==> config.mk <==
export PLATFORM = sky130hd
export DESIGN_NAME = mqrf_ctrl
export DESIGN_NICKNAME = d
export VERILOG_FILES = /design/src/rtl/mqrf_pkg.sv /design/src/rtl/mqrf_ctrl.sv
export SDC_FILE = /design/constraint.sdc
export NUM_CORES = 1
export LEC_CHECK = 0
export ABC_AREA = 1
export BUFFER_PORTS_ARGS = -buffer_cell sky130_fd_sc_hd__buf_2
export CAP_MARGIN = 20
export CELL_PAD_IN_SITES_DETAIL_PLACEMENT = 1
export CELL_PAD_IN_SITES_GLOBAL_PLACEMENT = 1
export CORE_AREA = 3 3 238 240
export CTS_CLUSTER_DIAMETER = 150
export DETAILED_ROUTE_END_ITERATION = 16
export DIE_AREA = 0 0 241 243
export HOLD_SLACK_MARGIN = 0.08
export PLACE_DENSITY_LB_ADDON = 0.2
export SETUP_SLACK_MARGIN = 0.3
export SLEW_MARGIN = 5
export SYNTH_ARGS = -nofsm -noshare
export SYNTH_HDL_FRONTEND = slang
export SYNTH_SLANG_ARGS = --single-unit
export TNS_END_PERCENT = 5
==> constraint.sdc <==
create_clock -name i_clk -period 18.43 [get_ports i_clk]
set_clock_uncertainty 0.15 [all_clocks]
set_input_delay 3.686 -clock i_clk [delete_from_list [all_inputs] [get_ports i_clk]]
set_output_delay 3.686 -clock i_clk [all_outputs]
set_load 0.01 [all_outputs]
==> src/rtl/mqrf_pkg.sv <==
// Shared types and constants for the multi-queue command ring bank.
// Used by every module of the block; depends on nothing else.
package mqrf_pkg;

    localparam int MODE_W   = 2;
    localparam int SEL_W    = 4;
    localparam int STATUS_W = 2;
    localparam int PEND_W   = 7;

    typedef enum logic [MODE_W-1:0] {
        MODE_PUSH  = 2'd0,
        MODE_POP   = 2'd1,
        MODE_QUERY = 2'd2,
        MODE_NONE  = 2'd3
    } t_mode;

    typedef enum logic [STATUS_W-1:0] {
        ST_OK    = 2'd0,
        ST_FULL  = 2'd1,
        ST_EMPTY = 2'd2,
        ST_BAD   = 2'd3
    } t_status;

    typedef enum logic {
        S_IDLE = 1'b0,
        S_LOAD = 1'b1
    } t_state;

    // One stored command, 256 bits.
    typedef struct packed {
        logic [31:0] cmd;
        logic [31:0] flags;
        logic [63:0] arg_a;
        logic [63:0] arg_b;
        logic [63:0] arg_c;
    } t_entry;

    // Port strobes from the controller to the entry memory.
    typedef struct packed {
        logic wr_en;
        logic rd_en;
    } t_mem_ctl;

endpackage

==> src/rtl/mqrf_ctrl.sv <==
// Per-queue write and read counters, command decode and the result register.
// Depends on mqrf_pkg; drives the entry memory in mqrf_store.
module mqrf_ctrl #(
    parameter int QUEUE_COUNT = 8,
    parameter int QUEUE_DEPTH = 64,
    parameter int QW          = 3,
    parameter int IW          = 6
) (
    input  logic                             i_clk,
    input  logic                             i_rst_n,
    input  logic                             i_in_valid,
    output logic                             o_in_stall,
    input  logic [mqrf_pkg::MODE_W-1:0]      i_mode,
    input  logic [mqrf_pkg::SEL_W-1:0]       i_queue_sel,
    output logic                             o_out_valid,
    input  logic                             i_out_stall,
    output logic [mqrf_pkg::STATUS_W-1:0]    o_status,
    output logic [mqrf_pkg::PEND_W-1:0]      o_pending_count,
    output mqrf_pkg::t_entry                 o_out_data,
    output mqrf_pkg::t_mem_ctl               o_mem_ctl,
    output logic [QW+IW-1:0]                 o_wr_addr,
    output logic [QW+IW-1:0]                 o_rd_addr,
    input  mqrf_pkg::t_entry                 i_rd_data
);

    localparam int CW = IW + 1;

    logic [CW-1:0] r_wcnt [QUEUE_COUNT];
    logic [CW-1:0] r_rcnt [QUEUE_COUNT];

    mqrf_pkg::t_state  r_state, n_state;
    mqrf_pkg::t_status r_status, n_status;
    logic [mqrf_pkg::PEND_W-1:0] r_pend, n_pend;
    logic              r_pop_ok, n_pop_ok;

    logic                           r_out_valid, n_out_valid;
    mqrf_pkg::t_status              r_out_status;
    logic [mqrf_pkg::PEND_W-1:0]    r_out_pend;
    mqrf_pkg::t_entry               r_out_data;

    logic [QW-1:0]  q_idx;
    logic           bad_q;
    logic [CW-1:0]  wcnt, rcnt, occ;
    logic           accept, do_push, do_pop, load;
    logic [mqrf_pkg::PEND_W+CW-1:0] occ_ext;

    assign q_idx   = i_queue_sel[QW-1:0];
    assign bad_q   = {1'b0, i_queue_sel} >= (mqrf_pkg::SEL_W+1)'(QUEUE_COUNT);
    assign wcnt    = r_wcnt[q_idx];
    assign rcnt    = r_rcnt[q_idx];
    assign occ     = wcnt - rcnt;
    assign occ_ext = {{mqrf_pkg::PEND_W{1'b0}}, occ};
    assign accept  = i_in_valid && (r_state == mqrf_pkg::S_IDLE);

    always_comb begin
        n_state     = r_state;
        n_status    = r_status;
        n_pend      = r_pend;
        n_pop_ok    = r_pop_ok;
        n_out_valid = r_out_valid;
        do_push     = 1'b0;
        do_pop      = 1'b0;
        load        = 1'b0;
        if (r_out_valid && !i_out_stall) begin
            n_out_valid = 1'b0;
        end
        unique case (r_state)
            mqrf_pkg::S_IDLE: begin
                if (accept) begin
                    n_status = mqrf_pkg::ST_OK;
                    n_pend   = '0;
                    n_pop_ok = 1'b0;
                    n_state  = mqrf_pkg::S_LOAD;
                    if (bad_q) begin
                        n_status = mqrf_pkg::ST_BAD;
                    end else begin
                        unique case (mqrf_pkg::t_mode'(i_mode))
                            mqrf_pkg::MODE_PUSH: begin
                                if (occ >= CW'(QUEUE_DEPTH)) begin
                                    n_status = mqrf_pkg::ST_FULL;
                                end else begin
                                    do_push = 1'b1;
                                end
                            end
                            mqrf_pkg::MODE_POP: begin
                                if (wcnt == rcnt) begin
                                    n_status = mqrf_pkg::ST_EMPTY;
                                end else begin
                                    do_pop   = 1'b1;
                                    n_pop_ok = 1'b1;
                                end
                            end
                            mqrf_pkg::MODE_QUERY: begin
                                n_pend = occ_ext[mqrf_pkg::PEND_W-1:0];
                            end
                            default: begin
                                n_status = mqrf_pkg::ST_OK;
                            end
                        endcase
                    end
                end
            end
            mqrf_pkg::S_LOAD: begin
                if (!r_out_valid || !i_out_stall) begin
                    load        = 1'b1;
                    n_out_valid = 1'b1;
                    n_state     = mqrf_pkg::S_IDLE;
                end
            end
            default: begin
                n_state = mqrf_pkg::S_IDLE;
            end
        endcase
    end

    always_ff @(posedge i_clk) begin
        if (!i_rst_n) begin
            r_state     <= mqrf_pkg::S_IDLE;
            r_out_valid <= 1'b0;
            for (int k = 0; k < QUEUE_COUNT; k++) begin
                r_wcnt[k] <= '0;
                r_rcnt[k] <= '0;
            end
        end else begin
            r_state     <= n_state;
            r_out_valid <= n_out_valid;
            if (do_push) begin
                r_wcnt[q_idx] <= wcnt + CW'(1);
            end
            if (do_pop) begin
                r_rcnt[q_idx] <= rcnt + CW'(1);
            end
        end
    end

    always_ff @(posedge i_clk) begin
        r_status <= n_status;
        r_pend   <= n_pend;
        r_pop_ok <= n_pop_ok;
        if (load) begin
            r_out_status <= r_status;
            r_out_pend   <= r_pend;
            r_out_data   <= r_pop_ok ? i_rd_data : '0;
        end
    end

    assign o_mem_ctl.wr_en  = do_push;
    assign o_mem_ctl.rd_en  = do_pop;
    assign o_wr_addr        = {q_idx, wcnt[IW-1:0]};
    assign o_rd_addr        = {q_idx, rcnt[IW-1:0]};
    assign o_in_stall       = (r_state != mqrf_pkg::S_IDLE);
    assign o_out_valid      = r_out_valid;
    assign o_status         = r_out_status;
    assign o_pending_count  = r_out_pend;
    assign o_out_data       = r_out_data;

endmodule

Yosys cells after proc, flatten, opt, wreduce, memory -nomap -nowiden
Memory sizes are Yosys's and may differ from the RTL's.
Cells that the tools add are included.
{"block": "totals", "register_bits": 277, "output_inout_bits": 287, "input_bits": 266, "ram_bits": 112, "mem_count": 2}
{"block": "op_classes", "magnitude_cmp": 2, "bitwise_logic": 2, "muxes": 34, "add_sub_neg": 3, "n_eq_ne": 3, "reduce_logical": 10}
{"memory": "r_rcnt", "depth": 8, "word_bits": 7, "rd": 1, "rd_clocked_by_memory_dff": 0, "wr": 8, "line_no": "mqrf_ctrl.sv:29", "rtl": "logic [CW-1:0] r_rcnt [QUEUE_COUNT];"}
{"memory": "r_wcnt", "depth": 8, "word_bits": 7, "rd": 1, "rd_clocked_by_memory_dff": 0, "wr": 8, "line_no": "mqrf_ctrl.sv:28", "rtl": "logic [CW-1:0] r_wcnt [QUEUE_COUNT];"}
{"op": "1-bit two-way mux", "n": 27}
{"op": "7-bit by 1-bit adder with 7-bit output, second input constant", "n": 2}
{"op": "7-bit two-way mux", "n": 2}
{"op": "7-bit OR reduction", "n": 2}
{"op": "7-bit equality test", "n": 1}
{"op": "7-bit >= comparator, second input constant", "n": 1}
{"op": "7-bit subtractor", "n": 1}
{"op": "3-bit two-way mux", "n": 2}
{"op": "4-bit >= comparator, second input constant", "n": 1}
{"op": "2-bit one-hot mux with 2 select lines", "n": 1}
{"op": "2-bit by 1-bit equality test with 1-bit output, second input constant", "n": 1}
{"op": "2-bit equality test, second input constant", "n": 1}
{"op": "1-bit logical AND", "n": 2}
{"op": "1-bit zero test", "n": 2}
{"op": "2-bit zero test", "n": 1}
{"op": "2-bit two-way mux", "n": 1}
{"op": "1-bit NOT", "n": 2}
{"op": "1-bit one-hot mux with 2 select lines", "n": 1}
{"op": "2-bit AND reduction", "n": 1}
{"op": "2-bit OR reduction", "n": 1}
{"op": "1-bit logical OR", "n": 1}

Depth between registers and ports, before layout
Gate-level depths: netlist (run 1).
An unclocked memory read counts as a cell.
{"block": "depth", "depth_word": 13, "depth_mapped": 23, "depth_no_buf": 20}

Worst setup path after synthesis (run 1)
Ideal clock, no wire load.
{"block": "synth_timing", "kind": "input -> register", "start": "input i_out_stall", "end": "register r_out_data (netlist bit o_out_data[0]) (enable)", "slack_ps": 1171, "path_stages": 1, "setup_time_ps": 983, "path_buffers": 0, "arrival_time_ps": 16126, "path_cell_list": "a21oi_1"}
{"block": "synth_via", "elab_chain_cells": 4}
{"element": "start, declared", "line_no": "mqrf_ctrl.sv:16", "rtl": "input logic i_out_stall,"}
{"element": "1-bit zero test", "line_no": "mqrf_ctrl.sv:104", "rtl": "if (!r_out_valid || !i_out_stall) begin"}
{"element": "1-bit logical OR", "line_no": "mqrf_ctrl.sv:104"}
{"element": "1-bit two-way mux", "line_no": "mqrf_ctrl.sv:104"}
{"element": "1-bit two-way mux", "line_no": "mqrf_ctrl.sv:67", "rtl": "unique case (r_state)"}
{"element": "end signal, assigned", "line_no": "mqrf_ctrl.sv:143", "rtl": "r_out_data <= r_pop_ok ? i_rd_data : '0;"}
{"element": "end, declared", "line_no": "mqrf_ctrl.sv:39", "rtl": "mqrf_pkg::t_entry r_out_data;"}
Every way passes these cells.
A chain may end at the register's enable or synchronous reset.

==> impl_metrics.ini, run 1 <==
[status]
status = completed

[synth]
syn_avg_cell_area_um2 = 10.77
yosysWarnings = 0
yosys-top-cells-area = edfxtp_1, nand2_1, inv_1
synthCells = 1525
yosysSeqAreaShare_pct = 71.00
synthArstFlopShare_pct = 0
synth_common_cells = nand2_1, edfxtp_1, inv_1
netlist_area_um2 = 16420
synth-seq-cells = 389
yosysTopAreaCell = edfxtp_1
synth.distinct_cells = 34
synth-edff-count = 387
yosys_most_used_dff = edfxtp_1
synth_top_area_share_pct = 70.76
syn_nets = 1800
yosysMostFrequentCell = nand2_1

[routing]
postRouteAntennaNets = 0
vias = 12380
drc = 0
drt-wirelength-per-cell_um = 20.96
firstDrtPassIters = 4
via_per_inst = 4.376
drtIter0Drc = 748
wl_mm = 59.27

[timing]
fin_crit_sh_pct = 62.70
hold_violations = 0
setup-tns-final_ps = 0
fin_ws_ps = 6874
fmax_mhz = 86.54
relSlewSlack_pct = 27.97
worst_pin_slew_ps = 1080
setup_viol = 0
period_needed_ps = 11560
slew_viol_final = 0
rsz0062_at_grt = no

[cts]
ctsResizeCount = 0
clockRootBuffer = clkbuf_16
cts_tree = done
cts_hold_buf = 0
cts_max_level = 2
path_clk_slew_ps = 50
postCtsSetupBuffers = 0
cts_buffers = 47
clk-insertion-delay-late_ps = 570
clk_path_buf_depth = 3
clkSinkCount = 389

[floorplan]
core_area_um2 = 54880
pin_count = 553
rows = 86
die_width_um = 241
fp.dieArea_um2 = 58560
initial_utilization_pct = 29.93
die_y_um = 243

[critical_path]
critPathMaxFanout = 57
crit_type = in2out
cp.arrival_ps = 7720
cp-start-kind = primary input
required_ps = 14590
end_kind = primary output

[global_route]
grt_pass1_vias = 12800
grt_max_degree = 95
grt_antenna_before_repair = 15
track_usage_pct = 19.60
grt_pass1_wl_mm = 84.35
grt-ovfl-total = 0

[placement]
gp_congestion = 0.8723
portBuffers = 552
dpl.hpwl_mm = 44.76
pre_cts_slack_ps = 6794

[job]
maxCapViolations = 0

[final_layout]
area_growth_pct = 30.02
final_layout_size_suffix_gt1_share_pct = 31.79
fin_nets = 2350
fillCellCount = 6301

[power_and_ir_drop]
p_leak_uw = 0.01097
ir_drop_v = 0.00005581
power.density_nw_per_um2 = 103.0

[worst_hold_path]
hp-class = reg2reg
[path summary, 6_finish.rpt]
path                  startpoint                  to  slack, ps  cells past startpoint
setup / recovery  i_queue_sel[0]        o_mem_ctl[1]       6870                     19
hold / removal         r_pend[0]  o_pending_count[0]        270                      0
setup reg to reg    r_rcnt[5][0]        r_wcnt[0][5]      14170                     15
hold reg to reg        r_pend[0]  o_pending_count[0]        270                      0
[through the flow]
stage / area (µm²) / util [%] / std cells / power [µW] / hold WS, ps
after detailed placement: 19820 / 36.12 / 2730 / 1307 / 255.5
after floorplan: 16420 / - / 1525 / 1204 / 250.3
final: 21350 / 38.91 / 2828 / 2200 / 273.3
after CTS: 21320 / 38.85 / 2815 / 2236 / 274.0
after global routing: 21330 / 38.88 / 2820 / 2291 / 293.2
after global placement: 19820 / 36.12 / 2730 / 1302 / 260.9
[report_power, final]
| part | leakage (µW) | total, µW | internal [µW] | switching [µW] |
|---|---|---|---|---|
| Sequential | 0.00381 | 1050 | 1030 | 13.6 |
| Clock | 0.000720 | 917 | 541 | 377 |
| Combinational | 0.00644 | 237 | 73.2 | 164 |
[kinds of logic (layout without fill, tap and decap cells)]
family	Yosys count	count (layout)	synth area share (%)
DFF	389	389	71.00
and+or+nand+nor	724	724	17.87
other	0	13	0
xor gates and xnor gates	7	7	0.4647
buffers and inverters	368	954	9.013
AOI/OAI and AO/OA	28	28	0.9143
adders and majority gates	9	9	0.7314
[placed cells by master (no fill, tap or decap), types with 2 or more instances in the layout]
master,n
buf_2,552
clkinv_1,4
nand2_4,8
clkinvlp_4,5
nand2_2,7
buf_4,8
clkbuf_16,47
nor2_1,127
nand3_1,17
bufinv_16,5
nand4_1,10
inv_2,8
inv_6,4
o21ai_0,7
diode_2,13
dfxtp_1,2
xor2_2,2
a21oi_1,15
clkinv_2,8
ha_1,8
edfxtp_1,387
inv_1,300
xor2_1,4
nand3_4,2
nor2_2,10
clkbuf_1,12
nand3b_1,3
nand2_1,537
[cell type report]
| class | instances | area, µm² | share of cell area, % |
|---|---|---|---|
| Multi-Input combinational cell | 768 | 3293 | 15.42 |
| Sequential cell | 389 | 11660 | 54.61 |
| Clock buffer | 59 | 1221 | 5.719 |
| Clock inverter | 26 | 277.8 | 1.301 |
| Timing Repair Buffer | 560 | 2823 | 13.22 |
| Inverter | 309 | 1165 | 5.455 |
| Tap cell | 704 | 880.8 | 4.125 |
| Antenna cell | 13 | 32.53 | 0.1523 |
[registers in the layout, summed over array words and instances, names as in the netlist]
register / flops
o_status: 2
r_pop_ok: 1
r_pend: 7
r_status: 2
r_rcnt: 56
r_wcnt: 56
o_out_valid: 1
o_pending_count: 7
o_in_stall: 1
o_out_data: 256
[critical path: stages]
cell and delay (ps):
buf_2 70, buf_4 540, inv_6 320, nand2_1 160
inv_1 110, a22oi_1 190, nand3b_1 540, ha_1 470
fa_1 410, inv_1 70, nand3_1 60, nand2_1 100
nand3_1 70, nand2_1 80, nand3_1 90, nand2_2 200
inv_1 90, nor2_1 180, buf_2 210
[per-layer routing]
metal | wire, µm | global-route usage (%) | share of wire [%] | up-vias
met4 | 1736 | 5.606 | 2.9 | 10
met5 | 62 | 0 | 0.10 | -
li1 | - | - | - | 5846
met3 | 4482 | 5.647 | 7.6 | 95
met1 | 23390 | 23.08 | 39 | 6039
met2 | 29610 | 34.57 | 50 | 385
No activity file was read; power rests on OpenSTA's default activity.
==> inputs of run 2 (changes only) <==
Settings changed: ABC_AREA 1 to 0.
Clock period 18.43 ns to 9.6 ns, I/O delays scaled along.
==> run 2 against run 1 <==
Net effect:
- synthesized area decreased by 0.76%
- sequential power increased by 91%
- clock-buffer cell count decreased by 7
- die area unchanged
==> impl_metrics.ini, run 2 <==
[status]
status = completed

[cts]
cts_max_level = 2
path_clk_slew_ps = 50
clockRootBuffer = clkbuf_16
clk_path_buf_depth = 3
cts_tree = done
cts_buffers = 46
postCtsSetupBuffers = 0
clk-insertion-delay-late_ps = 590
cts_hold_buf = 0
ctsResizeCount = 0
clkSinkCount = 389

[routing]
via_per_inst = 4.670
postRouteAntennaNets = 0
drt-wirelength-per-cell_um = 26.51
firstDrtPassIters = 4
vias = 11010
wl_mm = 62.48
drtIter0Drc = 695
drc = 0

[critical_path]
regToRegStartpoint = r_rcnt[7][1]
critical_path.max_stage_delay_ps = 560
crit_cells = 14
worst_r2r_endpoint = r_wcnt[5][6]
critical_path.top_delay_family = buffers and inverters
cp_cell_sequence = buf_2 -> buf_4 -> mux4_2 -> mux2i_1 -> inv_1 -> ha_1 -> fa_1 -> nand2b_1 -> a21oi_1 -> o21ai_0 -> nand2b_1 -> xnor2_2 -> nor2b_1 -> buf_2
r2r_slack_ps = 5150
cp.arrival_ps = 5300
required_ps = 7530
setup.worst_path.end = o_mem_ctl[1]
slowest_stage = mux4_2
critPathMaxFanout = 33
cp-start-kind = primary input
cp_num_buf_inv = 4
cp-startpoint = i_queue_sel[0]
crit_type = in2out
reg2regPathDepth = 11
end_kind = primary output

[job]
maxCapViolations = 0

[worst_hold_path]
hp-class = reg2reg
min_from = r_pend[3]

[floorplan]
pin_count = 553
die_y_um = 243
core_area_um2 = 54880
rows = 86
die_width_um = 241
initial_utilization_pct = 29.70
fp.dieArea_um2 = 58560

[synth]
synthArstFlopShare_pct = 0
synth_top_area_share_pct = 71.30
synth_common_cells = edfxtp_1, and2_1, nor3_1
synth-seq-cells = 389
synth_top_family_by_area = simple AND/OR/NAND/NOR gates
yosysWarnings = 0
yosys_most_used_dff = edfxtp_1
syn_avg_cell_area_um2 = 15.36
synthAdderAreaFrac_pct = 0.7370
synthXorXnorAreaFrac_pct = 1.436
yosys-top-cells-area = edfxtp_1, and2_1, nor3_1
synthCells = 1061
synth-edff-count = 387
synth_compound_area_share_pct = 2.817
yosysSeqAreaShare_pct = 71.55
synth.distinct_cells = 69
synth_mux_area_share_pct = 3.862
synth-simple-area-share_pct = 16.92
yosysMostFrequentCell = edfxtp_1
netlist_area_um2 = 16300
yosysTopAreaCell = edfxtp_1
syn_nets = 1336

[timing]
hold_violations = 0
fin_crit_sh_pct = 76.81
setup-tns-final_ps = 0
setup_viol = 0
fmax_mhz = 135.6
relSlewSlack_pct = 20.23
slew_viol_final = 0
worst_pin_slew_ps = 1197
rsz0062_at_grt = no
period_needed_ps = 7374

[global_route]
grt_pass1_vias = 11330
grt_antenna_before_repair = 26
grt-ovfl-total = 0
track_usage_pct = 20.60
grt_pass1_wl_mm = 85.57
grt_max_degree = 257

[power_and_ir_drop]
combPwrFrac_pct = 11.5
p_sw_uw = 1087
p_leak_uw = 0.008404
power.density_nw_per_um2 = 200.8
p_total_uw = 4273
power.sequential.fraction_pct = 47.1
intPower_uw = 3185
swShare_pct = 25.45
ir_drop_v = 0.0001090
clkPwrFrac_pct = 41.3

[final_layout]
final_layout_size_suffix_gt1_share_pct = 42.77
largest_reg_flops = 256
final_common_cell = buf_2
final_cell_mix = buf_2, edfxtp_1, and2_1
fillCellCount = 5822
area_growth_pct = 30.55
fin_nets = 1884

[placement]
dpl.hpwl_mm = 47.97
portBuffers = 552
gp_congestion = 0.8460
==> run 2: changes by cell type after synthesis, moves of 16 or more <==
cell	delta
nor2_1	-91
o21ai_0	+16
and2_1	+259
nand2_1	-527
nor3_1	+79
inv_1	-285
==> run 2: per-layer routing <==
metal | vias up | track usage (%) | wire, µm
met5 | - | 0 | 242
met4 | 40 | 5.659 | 1703
met3 | 125 | 9.192 | 6694
met2 | 399 | 36.01 | 31100
met1 | 5448 | 22.56 | 22740
li1 | 4996 | - | -
==> run 2: worst min-delay path by stage <==
stage / endpoint / slack [ps] / cells after the start
floorplan: o_pending_count[0] / 250 / 0
global placement: o_pending_count[0] / 260 / 0
detailed placement: o_pending_count[3] / 260 / 0
CTS: o_pending_count[3] / 270 / 0
global route: o_pending_count[2] / 270 / 0
finish: o_pending_count[3] / 270 / 0
==> run 2: logic make-up (layout without fill, tap and decap cells) <==
family                     count (synthesis)  count (layout)
AOI/OAI and AO/OA                         62              62
xor gates and xnor gates                  19              19
adders and majority gates                  9               9
buffers and inverters                     90             675
DFF                                      389             389
muxes                                     38              38
other                                      0               7
and+or+nand+nor                          454             454
==> run 2: worst reg2reg max path, cell delays in order, from the launching register on <==
cell and delay [ps]:
edfxtp_1 440, mux2_4 280, a221o_1 290, a221o_1 470, fa_1 470, nand2b_1 190, a21oi_1 180, o21ai_0 110
nand2b_1 120, xnor2_2 70, buf_4 330, o21ai_0 950
==> run 2: layout make-up <==
type / count / area (µm²) / area share (%)
sequential: 389 / 11660 / 54.80
inverter: 19 / 71.32 / 0.3352
clock buffer: 52 / 1184 / 5.563
tap: 704 / 880.8 / 4.140
antenna: 7 / 17.52 / 0.08232
multi-input combinational: 582 / 4223 / 19.85
clock inverter: 33 / 335.3 / 1.576
timing repair buffer: 571 / 2905 / 13.65
==> run 2: power by group through the flow <==
stage,logic [µW],registers (µW),clock network (µW)
after floorplan,225,2090,0
after global placement,494,2050,0
after detailed placement,502,2050,0
after CTS,504,2020,1820
after global routing,538,2020,1880
final,493,2010,1770
==> run 2: through the flow <==
step / setup WS [ps] / instances / cell area, µm² / hold slack [ps] / util [%]
final: 2226 / 2357 / 21280 / 270.5 / 38.77
after global routing: 1961 / 2352 / 21270 / 273.7 / 38.75
after CTS: 2197 / 2344 / 21230 / 272.8 / 38.68
after detailed placement: 2200 / 2259 / 19710 / 260.5 / 35.91
after global placement: 2271 / 2258 / 19700 / 257.1 / 35.90
after floorplan: 2471 / 1061 / 16310 / 250.3 / -
